==> config.mk <==
export PLATFORM = sky130hd
export DESIGN_NAME = byte_budget_lru_object_directory_unit
export DESIGN_NICKNAME = d
export VERILOG_FILES = /design/src/rtl/core/bbl_pkg.sv /design/src/rtl/core/byte_budget_lru_object_directory_unit.sv /design/src/rtl/core/bbl_scan.sv
export VERILOG_INCLUDE_DIRS = /design/src /design/src/rtl/core
export SDC_FILE = /design/constraint.sdc
export NUM_CORES = 2
export LEC_CHECK = 0
export BUFFER_PORTS_ARGS = -buffer_cell sky130_fd_sc_hd__buf_2
export CORE_MARGIN = 3
export CORE_UTILIZATION = 30
export CTS_BUF_LIST = sky130_fd_sc_hd__clkbuf_16
export CTS_CLUSTER_DIAMETER = 200
export DETAILED_ROUTE_END_ITERATION = 10
export PLACE_DENSITY = 0.4
export SYNTH_ARGS = -nofsm -noshare
export SYNTH_HDL_FRONTEND = slang
export SYNTH_SLANG_ARGS = --single-unit
==> constraint.sdc <==
create_clock -name clk -period 17.45 [get_ports clk]
set_input_delay 1.745 -clock clk [delete_from_list [all_inputs] [get_ports clk]]
set_output_delay 1.745 -clock clk [all_outputs]
set_load 0.005 [all_outputs]
==> src/rtl/core/byte_budget_lru_object_directory_unit_defines.svh <==
// ----------------------------------------------------------------------------
// Object directory assertion macros
// Concurrent assertion helpers used by the object directory unit.
// ----------------------------------------------------------------------------
`ifndef BYTE_BUDGET_LRU_OBJECT_DIRECTORY_UNIT_DEFINES_SVH
`define BYTE_BUDGET_LRU_OBJECT_DIRECTORY_UNIT_DEFINES_SVH

// Plain implication checked on every edge outside reset.
`define BBL_ASSERT_IMP(label, clk_s, rst_s, ante, cons, msg) \
    label: assert property (@(posedge clk_s) disable iff (!rst_s) (ante) |-> (cons)) \
        else $error(msg);

// Next-cycle implication.
`define BBL_ASSERT_NXT(label, clk_s, rst_s, ante, cons, msg) \
    label: assert property (@(posedge clk_s) disable iff (!rst_s) (ante) |=> (cons)) \
        else $error(msg);

`endif

==> src/rtl/core/bbl_pkg.sv <==
// ----------------------------------------------------------------------------
// bbl_pkg
// Types and codes shared by the object directory modules.
// ----------------------------------------------------------------------------
`default_nettype none
package bbl_pkg;

    localparam int KEY_W   = 64;
    localparam int SIZE_W  = 32;
    localparam int TOTAL_W = 40;
    localparam int STAMP_W = 48;
    localparam int CNT_W   = 32;

    typedef enum logic [1:0] {
        KIND_LOAD  = 2'd0,
        KIND_STORE = 2'd1,
        KIND_INVAL = 2'd2,
        KIND_NONE  = 2'd3
    } kind_t;

    typedef enum logic [2:0] {
        ST_HIT      = 3'd0,
        ST_MISS     = 3'd1,
        ST_INVALID  = 3'd2,
        ST_STORED   = 3'd3,
        ST_REJECTED = 3'd4,
        ST_INV_DONE = 3'd5,
        ST_EVICTED  = 3'd6
    } status_t;

    typedef enum logic {
        CFG_BUDGET = 1'b0,
        CFG_MAXOBJ = 1'b1
    } cfg_idx_t;

    typedef struct packed {
        logic [1:0]        kind;
        logic [KEY_W-1:0]  key;
        logic [SIZE_W-1:0] object_bytes;
        logic              backing_ok;
    } in_item_t;

    typedef struct packed {
        logic [2:0]        status;
        logic [KEY_W-1:0]  evicted_key;
        logic [SIZE_W-1:0] evicted_bytes;
        logic              last;
        logic [CNT_W-1:0]  hit_count;
        logic [CNT_W-1:0]  eviction_count;
        logic [CNT_W-1:0]  regeneration_count;
    } out_item_t;

    typedef enum logic [3:0] {
        S_IDLE,
        S_FIND,
        S_DECIDE,
        S_LRU,
        S_EVICT,
        S_FREE,
        S_WRITE,
        S_EMIT_EV,
        S_EMIT
    } state_t;

endpackage
`default_nettype wire

==> src/rtl/core/byte_budget_lru_object_directory_unit.sv <==
// ----------------------------------------------------------------------------
// byte_budget_lru_object_directory_unit
// Object directory with LRU eviction under a byte budget.
// ----------------------------------------------------------------------------
// Channels: in_valid/in_ready carry one request (load, store, invalidate);
// out_valid/out_ready carry results, zero or more evictions followed by one
// final status with last set. cfg_valid/cfg_ready write the budget (index 0)
// or the largest object size (index 1); write only while idle.
// Throughput: one request at a time, in_ready is low from the accept edge on.
// A load, an invalidate or a rejected store takes one pass over all SLOTS
// slots to find its key. An accepted store adds a second pass for the LRU
// candidate, and each eviction one more pass.
// Each result is held in an output register until taken; a stalled receiver
// stalls the sequencer, nothing is lost. The final result may still wait
// while the next request is accepted.
// Reset clears all slot valid bits, the resident total, the access clock and
// the counters, and loads the default budget and maximum size.
`default_nettype none
module byte_budget_lru_object_directory_unit
    import bbl_pkg::*;
#(
    parameter int SLOTS = 16
)(
    input  wire logic      clk,
    input  wire logic      rst_n,
    input  wire logic      in_valid,
    output logic           in_ready,
    input  wire in_item_t  in_data,
    output logic           out_valid,
    input  wire logic      out_ready,
    output out_item_t      out_data,
    input  wire logic      cfg_valid,
    output logic           cfg_ready,
    input  wire logic      cfg_index,
    input  wire logic [TOTAL_W-1:0] cfg_data
);
`include "byte_budget_lru_object_directory_unit_defines.svh"

    localparam int IDX_W = $clog2(SLOTS);
    localparam logic [IDX_W-1:0] LAST_IDX = IDX_W'(SLOTS - 1);

    state_t state_reg, state_next;

    logic [SLOTS-1:0]   valid_reg;
    logic [KEY_W-1:0]   key_mem   [SLOTS];
    logic [SIZE_W-1:0]  size_mem  [SLOTS];
    logic [STAMP_W-1:0] stamp_mem [SLOTS];

    logic [TOTAL_W-1:0] budget_reg, resident_reg, total_reg;
    logic [SIZE_W-1:0]  maxobj_reg;
    logic [STAMP_W-1:0] clock_reg;
    logic [CNT_W-1:0]   hits_reg, evs_reg, regs_reg;
    in_item_t           req_reg;
    logic [IDX_W-1:0]   scan_reg;
    logic               out_valid_reg;
    out_item_t          out_reg;
    status_t            status_reg;
    logic [IDX_W-1:0]   tgt_reg;
    logic               have_slot_reg;

    logic scan_start, scan_step;
    logic match_found, free_found, lru_found;
    logic [IDX_W-1:0] match_idx, free_idx, lru_idx;

    logic [KEY_W-1:0]   rd_key;
    logic [STAMP_W-1:0] rd_stamp;
    logic [STAMP_W-1:0] clock_inc;
    logic               store_bad;
    logic               need_more;
    logic               out_load;

    assign rd_key   = key_mem[scan_reg];
    assign rd_stamp = stamp_mem[scan_reg];
    assign clock_inc = (&clock_reg) ? clock_reg : clock_reg + STAMP_W'(1);

    bbl_scan #(.IDX_W(IDX_W)) u_scan (
        .clk        (clk),
        .start      (scan_start),
        .step       (scan_step),
        .idx        (scan_reg),
        .valid      (valid_reg[scan_reg]),
        .slot_key   (rd_key),
        .slot_stamp (rd_stamp),
        .key        (req_reg.key),
        .skip_en    (have_slot_reg),
        .skip_idx   (tgt_reg),
        .match_found(match_found),
        .match_idx  (match_idx),
        .free_found (free_found),
        .free_idx   (free_idx),
        .lru_found  (lru_found),
        .lru_idx    (lru_idx)
    );

    assign store_bad = req_reg.object_bytes == '0 ||
                       req_reg.object_bytes > maxobj_reg ||
                       TOTAL_W'(req_reg.object_bytes) > budget_reg ||
                       !req_reg.backing_ok;
    // More room needed: no slot for a new key, or over budget.
    assign need_more = (!have_slot_reg && !free_found) || total_reg > budget_reg;

    assign in_ready  = state_reg == S_IDLE;
    assign cfg_ready = state_reg == S_IDLE;
    assign out_valid = out_valid_reg;
    assign out_data  = out_reg;

    always_comb
    begin
        state_next = state_reg;
        case (state_reg)
            S_IDLE:
                if (in_valid && in_data.kind != KIND_NONE)
                    state_next = S_FIND;
            S_FIND:
                if (scan_reg == LAST_IDX)
                    state_next = S_DECIDE;
            S_DECIDE:
                if (req_reg.kind == KIND_STORE && !store_bad)
                    state_next = S_LRU;
                else
                    state_next = S_EMIT;
            S_LRU:
                if (scan_reg == LAST_IDX)
                    state_next = S_EVICT;
            S_EVICT:
                state_next = (need_more && lru_found) ? S_EMIT_EV : S_WRITE;
            S_EMIT_EV:
                if (!out_valid_reg || out_ready)
                    state_next = S_LRU;
            S_FREE:
                state_next = S_WRITE;
            S_WRITE:
                state_next = S_EMIT;
            S_EMIT:
                if (!out_valid_reg || out_ready)
                    state_next = S_IDLE;
            default:
                state_next = S_IDLE;
        endcase
    end

    always_comb
    begin
        scan_start = (state_reg == S_IDLE) || (state_reg == S_DECIDE) ||
                     (state_reg == S_EMIT_EV);
        scan_step  = (state_reg == S_FIND) || (state_reg == S_LRU);
        out_load   = (state_reg == S_EMIT || state_reg == S_EMIT_EV) &&
                     (!out_valid_reg || out_ready);
    end

    always_ff @(posedge clk or negedge rst_n)
    begin
        if (!rst_n)
        begin
            state_reg     <= S_IDLE;
            valid_reg     <= '0;
            budget_reg    <= TOTAL_W'(268435456);
            maxobj_reg    <= SIZE_W'(1048576);
            resident_reg  <= '0;
            clock_reg     <= '0;
            hits_reg      <= '0;
            evs_reg       <= '0;
            regs_reg      <= '0;
            out_valid_reg <= 1'b0;
            scan_reg      <= '0;
            have_slot_reg <= 1'b0;
        end
        else
        begin
            state_reg <= state_next;
            if (out_load)
                out_valid_reg <= 1'b1;
            else if (out_ready)
                out_valid_reg <= 1'b0;
            case (state_reg)
                S_IDLE:
                begin
                    scan_reg <= '0;
                    if (cfg_valid)
                    begin
                        if (cfg_index == CFG_BUDGET)
                            budget_reg <= cfg_data;
                        else
                            maxobj_reg <= cfg_data[SIZE_W-1:0];
                    end
                end
                S_FIND, S_LRU:
                    scan_reg <= scan_reg + IDX_W'(1);
                S_DECIDE:
                begin
                    scan_reg      <= '0;
                    have_slot_reg <= match_found;
                    tgt_reg       <= match_idx;
                    total_reg     <= resident_reg + TOTAL_W'(req_reg.object_bytes) -
                                     (match_found ? TOTAL_W'(size_mem[match_idx]) : '0);
                    case (req_reg.kind)
                        KIND_LOAD:
                            if (!match_found)
                                status_reg <= ST_MISS;
                            else if (req_reg.backing_ok &&
                                     size_mem[match_idx] <= maxobj_reg)
                            begin
                                status_reg <= ST_HIT;
                                stamp_mem[match_idx] <= clock_inc;
                                clock_reg <= clock_inc;
                                hits_reg  <= hits_reg + CNT_W'(1);
                            end
                            else
                            begin
                                status_reg <= ST_INVALID;
                                valid_reg[match_idx] <= 1'b0;
                                resident_reg <= resident_reg -
                                                TOTAL_W'(size_mem[match_idx]);
                                regs_reg <= regs_reg + CNT_W'(1);
                            end
                        KIND_STORE:
                            if (store_bad)
                                status_reg <= ST_REJECTED;
                            else
                                status_reg <= ST_STORED;
                        default:
                        begin
                            status_reg <= ST_INV_DONE;
                            if (match_found)
                            begin
                                valid_reg[match_idx] <= 1'b0;
                                resident_reg <= resident_reg -
                                                TOTAL_W'(size_mem[match_idx]);
                                regs_reg <= regs_reg + CNT_W'(1);
                            end
                        end
                    endcase
                end
                S_EVICT:
                    if (need_more && lru_found)
                    begin
                        valid_reg[lru_idx] <= 1'b0;
                        resident_reg <= resident_reg - TOTAL_W'(size_mem[lru_idx]);
                        total_reg    <= total_reg - TOTAL_W'(size_mem[lru_idx]);
                        evs_reg      <= evs_reg + CNT_W'(1);
                    end
                S_EMIT_EV:
                    if (out_load)
                    begin
                        out_reg  <= {ST_EVICTED, key_mem[lru_idx], size_mem[lru_idx],
                                     1'b0, hits_reg, evs_reg, regs_reg};
                        scan_reg <= '0;
                    end
                S_WRITE:
                begin
                    // No slot left: the store reports done without an insert.
                    if (have_slot_reg || free_found)
                    begin
                        valid_reg[have_slot_reg ? tgt_reg : free_idx] <= 1'b1;
                        key_mem[have_slot_reg ? tgt_reg : free_idx]   <= req_reg.key;
                        size_mem[have_slot_reg ? tgt_reg : free_idx]  <=
                            req_reg.object_bytes;
                        stamp_mem[have_slot_reg ? tgt_reg : free_idx] <= clock_inc;
                        clock_reg    <= clock_inc;
                        resident_reg <= resident_reg + TOTAL_W'(req_reg.object_bytes) -
                                        (have_slot_reg ? TOTAL_W'(size_mem[tgt_reg]) : '0);
                    end
                    status_reg <= ST_STORED;
                end
                S_EMIT:
                    if (out_load)
                        out_reg <= {status_reg, KEY_W'(0), SIZE_W'(0), 1'b1,
                                    hits_reg, evs_reg, regs_reg};
                default:
                    ;
            endcase
        end
    end

    always_ff @(posedge clk)
    begin
        if (state_reg == S_IDLE && in_valid)
            req_reg <= in_data;
    end

    `BBL_ASSERT_IMP(a_busy_no_in, clk, rst_n, state_reg != S_IDLE, !in_ready, "ready while busy")
    `BBL_ASSERT_NXT(a_out_hold, clk, rst_n, out_valid && !out_ready, out_valid && $stable(out_data), "result dropped")
    `BBL_ASSERT_IMP(a_ev_notlast, clk, rst_n, out_valid && out_data.status == ST_EVICTED, !out_data.last, "eviction marked last")

endmodule
`default_nettype wire

==> src/rtl/core/bbl_scan.sv <==
// ----------------------------------------------------------------------------
// bbl_scan
// Shared slot compare unit: one slot per cycle while step is high, tracks key match, free slot
// and least-recently-used candidate.
// ----------------------------------------------------------------------------
`default_nettype none
module bbl_scan
    import bbl_pkg::*;
#(
    parameter int IDX_W = 4
)(
    input  wire logic               clk,
    input  wire logic               start,
    input  wire logic               step,
    input  wire logic [IDX_W-1:0]   idx,
    input  wire logic               valid,
    input  wire logic [KEY_W-1:0]   slot_key,
    input  wire logic [STAMP_W-1:0] slot_stamp,
    input  wire logic [KEY_W-1:0]   key,
    input  wire logic               skip_en,
    input  wire logic [IDX_W-1:0]   skip_idx,
    output logic                    match_found,
    output logic [IDX_W-1:0]        match_idx,
    output logic                    free_found,
    output logic [IDX_W-1:0]        free_idx,
    output logic                    lru_found,
    output logic [IDX_W-1:0]        lru_idx
);

    logic [STAMP_W-1:0] lru_stamp_reg;
    logic [KEY_W-1:0]   lru_key_reg;
    logic               better;

    // Older stamp wins, equal stamps fall back to the smaller key.
    always_comb
    begin
        better = valid && !(skip_en && idx == skip_idx) &&
                 (!lru_found || slot_stamp < lru_stamp_reg ||
                  (slot_stamp == lru_stamp_reg && slot_key < lru_key_reg));
    end

    always_ff @(posedge clk)
    begin
        if (start)
        begin
            match_found <= 1'b0;
            free_found  <= 1'b0;
            lru_found   <= 1'b0;
        end
        else if (step)
        begin
            if (valid && slot_key == key && !match_found)
            begin
                match_found <= 1'b1;
                match_idx   <= idx;
            end
            if (!valid && !free_found)
            begin
                free_found <= 1'b1;
                free_idx   <= idx;
            end
            if (better)
            begin
                lru_found     <= 1'b1;
                lru_idx       <= idx;
                lru_stamp_reg <= slot_stamp;
                lru_key_reg   <= slot_key;
            end
        end
    end

endmodule
`default_nettype wire
Word level (Yosys, flattened, before mapping)
Memory sizes are Yosys's and may differ from the RTL's. A register that Yosys moved wholly into a read port is not among the register bits.
Cells that the tools add are included.

word-level totals
  flip-flop bits (word level) = 751
  input port bits = 145
  output and inout bits = 199
  memories = 3
  word-level logic and storage cells = 242
  memory bits (writable) = 2304

operators by class
  equal/unequal tests = 29
  reduce and logical (&&, ||, !) cells = 72
  bitwise operators = 8
  magnitude comparators = 13
  add/subtract/negate cells = 11
  muxes and demuxes = 72

memory list
  name       words  bits a word  read ports  clocked after Yosys merged registers in  wr ports  RTL line                                     source
  key_mem    16     64           2           1                                        1         byte_budget_lru_object_directory_unit.sv:45  logic [KEY_W-1:0] key_mem [SLOTS];
  stamp_mem  16     48           1           0                                        1         byte_budget_lru_object_directory_unit.sv:47  logic [STAMP_W-1:0] stamp_mem [SLOTS];
  size_mem   16     32           3           3                                        1         byte_budget_lru_object_directory_unit.sv:46  logic [SIZE_W-1:0] size_mem [SLOTS];

operator list
  kind                   count
  $mux 196               2
  $pmux 196 s2           1
  $mux 48                6
  $mux 40                6
  $sub 40x32->40         5
  $mux 32                5
  $pmux 40 s2            2
  $pmux 40 s3            1
  $add 32x1->32 const B  3
  $pmux 48 s2            1
  $mux 16                5
  $eq 64x64->1           1
  $lt 64x64->1           1
  $pmux 32 s2            1
  $mux 4                 13
  $add 48x1->48 const B  1
  $eq 48x48->1           1
  $lt 48x48->1           1
  $pmux 16 s3            1
  $reduce_and 48->1      1
  $reduce_or 48->1       1
  $add 40x32->40         1
  $gt 32x40->1           1
  $gt 40x40->1           1
  other kinds (41)       143

Logic depth before layout (Yosys ltp)
  word-level depth = 10
  mapped depth = 25
  gate-level depth less buffers = 25

Cells and area by module
From an unflattened synthesis, not the netlist that was laid out.

second synthesis, totals
  cell total of the unflattened synthesis = 9178
  area total of the unflattened synthesis = 147689.1 um^2

modules (own cells, without submodules)
  module                                 seq. area each (um^2)  cells each  instances  area an instance (um^2)
  byte_budget_lru_object_directory_unit  86595.6                8553        1          140300.8
  bbl_scan                               3783.6                 625         1          7388.3

Worst setup path after synthesis
OpenSTA, ideal clock, no wires.

  path type = register -> register
  start = register scan_reg[0]
  end = register with a tool-made name
  arrival = 12.851 ns
  required time = 17.358 ns
  stages on the path, launching flop included = 25
  period minus slack after synthesis = 12.943 ns
  buffers on the path = 8
  setup slack = 4.507 ns
  library setup time = 0.092 ns
  cells stage by stage = dfrtp_1 > buf_2 > buf_6 > buf_4 > buf_2 > buf_4 > buf_2 > buf_1 > buf_2 > mux4_2 > mux4_2 > ha_1 > nor2b_1 > o21a_1 > o21a_1 > o21a_1 > o21a_1 > o21ai_0 > nand2b_1 > a21oi_1 > o21ai_0 > o31ai_1 > nand2_1 > a31oi_1 > mux2_2

RTL lines
  what                    RTL line                                      source
  start, declared         byte_budget_lru_object_directory_unit.sv:54   logic [IDX_W-1:0] scan_reg;
  start signal, assigned  byte_budget_lru_object_directory_unit.sv:188  scan_reg <= scan_reg + IDX_W'(1);

Worst setup path in the final report
  start = register scan_reg[0]
  end = register u_scan.lru_key_reg[24], enable pin

between the ends
  cells in the longest elaborated chain, start to end = 6
  elaborated cells on any way between the ends = 16
  those cells by class = order compare: 2; eq/ne: 2; mux: 2; reduce/logical: 8; memory: 2

ends and longest elaborated chain
  what                                                   RTL line                                     source
  $mem_v2 16x48 *                                        n/a
  via rd_stamp[34]                                       byte_budget_lru_object_directory_unit.sv:66  logic [STAMP_W-1:0] rd_stamp;
  $lt 48x48->1 or $eq 48x48->1 (tied branches)           bbl_scan.sv:38, bbl_scan.sv:39
  $logic_or 1x1->1 or $logic_and 1x1->1 (tied branches)  bbl_scan.sv:38, bbl_scan.sv:39
  $logic_or 1x1->1 *                                     bbl_scan.sv:38                               (!lru_found || slot_stamp < lru_stamp_reg ||
  $logic_and 1x1->1 *                                    bbl_scan.sv:37                               better = valid && !(skip_en && idx == skip_idx) &&
  $reduce_and 3->1 (no source line) *                    n/a
  end signal, assigned                                   bbl_scan.sv:67                               lru_key_reg <= slot_key;
  end, declared                                          bbl_scan.sv:31                               logic [KEY_W-1:0] lru_key_reg;

The timed path passes the listed nets; every way through them passes the cells marked *. The select of a mux whose other input is x is not followed.
A chain may end at the register's enable or synchronous reset.

==> summary.txt <==
Yosys
  – Synthesized netlist net count: 9,012
  – Most area-hungry cell type in the Yosys netlist: sky130_fd_sc_hd__edfxtp_1
  – Post-Synth Adder-Cell Area: about 3.6%
  – Main combinational cell family by area after synthesis: multiplexers
  – Most instantiated flip-flop cell in the synthesis netlist: sky130_fd_sc_hd__edfxtp_1
  – Mapped Cells: 8,454
  – Fraction of registers with async set/reset: 9.19%
  – Top-count cell post-synth: sky130_fd_sc_hd__edfxtp_1
  – Number of warnings reported in the yosys synthesis log: 0
  – Complex-gate fraction of the synthesized area: approximately 4.2%
  – Multiplexer share of the synthesized area: 21.7%
  – Syn_area_per_cell: between 15 and 20 um^2
  – Count of flip-flops with a built-in enable after synthesis: 2,770
  – Post-synth top cells: sky130_fd_sc_hd__edfxtp_1 (2,770), sky130_fd_sc_hd__mux4_2 (1,323), sky130_fd_sc_hd__ha_1 (408), sky130_fd_sc_hd__nand2_1 (328), sky130_fd_sc_hd__inv_1 (313)
  – Area fraction in and, or, nand and nor cells after synthesis: 4.59%
  – XOR/XNOR share of the synthesized area: about 2.4%
  – Library cells used by synthesis: around 110
  – Share of synthesized area occupied by flip-flops and latches: 61.5%
  – Number of flip-flops and latches in the synthesized netlist: 3,067
  – Main area contributors after synthesis: sky130_fd_sc_hd__edfxtp_1 (57%), sky130_fd_sc_hd__mux4_2 (20%), sky130_fd_sc_hd__dfrtp_1 (4.8%), sky130_fd_sc_hd__ha_1 (3.5%), sky130_fd_sc_hd__xnor2_1 (1.5%)
  – Summed instance area of the synthesized netlist: between 100,000 and 150,000 um^2
  – Proportion of netlist area held by the largest area contributor: 56.5%

Clock network
  – Register clock-pin slew on the reported worst setup and hold paths: 50 ps
  – Buffers inserted during post-CTS setup optimization: 0
  – Clock insertion delay at the later pin of the skew report: around 1000 ps
  – Inserted Clock Buffers: 368
  – Clock Sinks: 3,067
  – Maximum buffer depth of the clock tree: 4
  – TritonCTS clock tree: yes
  – Total number of H-tree levels: 5
  – CTS hold repair buffers: 0
  – Clock root buffer master: sky130_fd_sc_hd__clkbuf_16
  – # resized after CTS: 0

Route
  – Vias per inst: about 5.3
  – Initial drt markers: 7,440
  – Antenna violation net count after detailed routing: 0
  – DRC violations left: 0
  – Average wire length per cell after detail routing: ~31 um
  – Total length of routed wires: 484 mm
  – Number of vias in the routed layout: 84,049
  – Drt pass-1 iters: 6

Finish
  – Area used by multi-input combinational logic: 54,100 um^2
  – Biggest registers after layout: key_mem (1024), stamp_mem (768), size_mem (512)
  – Largest register FFs: 1,024
  – Number of nets in the final layout: between 9,000 and 10,000
  – Seq. cell area: 90,600 um^2
  – Largest register by flop count: key_mem
  – Non-Filler Instances: 15,736
  – Relative area change from synthesis to final layout: 15.1%
  – Share of post-route cells with drive strength above 1: 28.3%
  – Count of filler cells inserted in the layout: 45,969

Die
  – Total Die Area: 499,000 um^2
  – Die Span X: 706 um
  – Die span in y: around 710 um
  – Starting utilization of the core area: ~30%
  – Core region area: 487,000 um^2
  – Num ports: 344
  – Row count: 256

Timing
  – Min Tclk post-route: 9040 ps
  – RSZ-0062 raised after global routing: false
  – Final Hold Violating Endpoints: 0
  – Final total negative setup slack: 0 ps
  – FMAX: 0.111 GHz
  – Max transition margin: 10.6%
  – Max-slew violation total from the final report: 0
  – Post-route clock skew: 72.9 ps
  – Transition at the pin with the smallest max-transition slack: around 1300 ps
  – Final setup violating endpoints: 0
  – Post-route fraction of the period consumed by the critical path: between 50% and 60%

Job
  – Number of maximum-capacitance constraint violations: 0

Worst setup path
  – Critical Path End Type: flip-flop
  – Arrival time at the worst endpoint: 9640 ps
  – Most frequent CP cell: sky130_fd_sc_hd__buf_4
  – Worst Setup Path Type: flip-flop to flip-flop
  – Number of cells traversed by the worst register-to-register path: 14
  – CP max stage cell: sky130_fd_sc_hd__dfrtp_4
  – Largest fanout of any net on the critical path: 65
  – Crit path buffers/inverters: 5
  – Data required time at the worst endpoint: ~18,000 ps
  – Top Family by Delay on Critical Path: buffers and inverters
  – Startpoint type of the worst setup path: flip-flop
  – Worst path cell trace: buf_4, buf_4, buf_4, mux4_2, mux4_2, ha_1, nand4_1, nor4_1, nand2_1, or3_1, a211o_1, a31oi_4, buf_4, buf_4
  – Number of gates on the worst path with buffers counted: 14
  – Crit path largest cell delay: 860 ps

Min path
  – Cell depth of the worst min-delay path: 0
  – Classification of the worst-slack hold path: flip-flop to flip-flop

Run status
  – Run status: finished clean

Global route
  – Wire length of the first global-routing pass: between 600 and 700 mm
  – Total routing resource utilization after global routing: 19.0%
  – Number of antenna violations at the first check in global routing: 38
  – Pin count of the biggest net entering global routing: 104
  – Via count of the first global-routing pass: 88,892
  – Total overflow reported by the global router: 0

Power
  – Power density of the placed cells: between 100 and 150 nW/um^2
  – Leakage dissipation: about 58 nW
  – VDD IR-drop max: between 0.08 and 0.09 mV

Placement
  – Port buffer count: 343
  – Global placer's final weighted congestion: 0.831
  – Detailed-placement wirelength estimate: 299 mm
  – Total instance count after detailed placement: about 15,000
-- kinds of logic after synthesis --
kind of cell    count (synthesis)
compound gates                962
xor+xnor                      401
fa+ha+maj                     417
buf+inv                       740
flops                        3067
mux                          1517
simple gates                 1350
-- per-layer routing --
metal	global-route usage (%)	part of all wire, %	up-vias
li1	-	-	35580
met1	26.0	44	45275
met2	32.0	49	2509
met3	2.23	4.6	683
met4	5.46	3.0	2
met5	0	0.0027	-
-- through the flow --
stage / util (%) / hold slack (ps) / power (mW) / instance area, um^2 / worst slack, ps
final: 34.8 / 447 / 24.3 / 169000 / 8410
after detailed placement: 32.3 / 438 / 17.0 / 158000 / 8000
after floorplan: - / 424 / 14.5 / 147000 / 4510
after global routing: 34.8 / 467 / 25.6 / 169000 / 7740
after CTS: 34.7 / 452 / 24.6 / 169000 / 7990
after global placement: 32.3 / 436 / 16.9 / 158000 / 8010
-- report_power, final --
part           switching (mW)  internal, mW  total [mW]  leakage (nW)
Sequential              0.407          8.63        9.04          29.6
Combinational            4.57          3.16        7.72          22.0
Clock                    3.21          4.29        7.50          6.03
Total                    8.19          16.1        24.3          57.6
-- placed cells by master (no fill, tap or decap), drive strengths merged, types with 52 or more instances in the layout --
cell    Yosys  layout
nand4     105     105
nor2      304     304
clkbuf    250     374
nor2b     140     140
a21o      156     156
o21ai     193     193
xnor2     251     251
mux2      105     105
nand2     328     328
clkinv      0     167
and3       52      52
inv       314     405
ha        408     408
mux2i      86      86
mux4     1326    1326
a21oi     293     293
nand3     140     140
nor3       65      65
buf       176     576
edfxtp   2770    2770
xor2      147     147
nand2b     65      65
dfrtp     280     280
-- cell type report --
class / instances / share of cell area (%)
repair buffers: 576 / 2.16
multi-input cells: 4647 / 31.9
well taps: 6450 / 4.77
clock buffers: 374 / 5.53
diodes: 10 / 0.0148
flip-flops and latches: 3067 / 53.5
inverters: 314 / 0.696
clock inverters: 298 / 1.40
-- worst paths after layout --
kind / start / slack (ps) / to
min in group asynchronous: rst_n / 610 / out_valid$_DFFE_PN0P_
max: scan_reg[0]$_DFFE_PN0P_ / 8410 / u_scan.lru_key_reg[24]$_DFFE_PP_
min: hits_reg[23]$_DFFE_PN0P_ / 450 / out_data[87]$_DFFE_PP_
min reg2reg: hits_reg[23]$_DFFE_PN0P_ / 450 / out_data[87]$_DFFE_PP_
max reg2reg: scan_reg[0]$_DFFE_PN0P_ / 8410 / u_scan.lru_key_reg[24]$_DFFE_PP_
max in group asynchronous: rst_n / 13710 / regs_reg[0]$_DFFE_PN0P_
-- worst reg2reg max path, cell delays in order (launching register included) --
cell and delay, ps:
sky130_fd_sc_hd__dfrtp_4 860, sky130_fd_sc_hd__buf_4 590, sky130_fd_sc_hd__buf_4 790, sky130_fd_sc_hd__buf_4 810, sky130_fd_sc_hd__mux4_2 650, sky130_fd_sc_hd__mux4_2 510, sky130_fd_sc_hd__ha_1 340, sky130_fd_sc_hd__nand4_1 250
sky130_fd_sc_hd__nor4_1 550, sky130_fd_sc_hd__nand2_1 220, sky130_fd_sc_hd__or3_1 580, sky130_fd_sc_hd__a211o_1 390, sky130_fd_sc_hd__a31oi_4 380, sky130_fd_sc_hd__buf_4 860, sky130_fd_sc_hd__buf_4 820
Power figures use the tool's default switching activity.
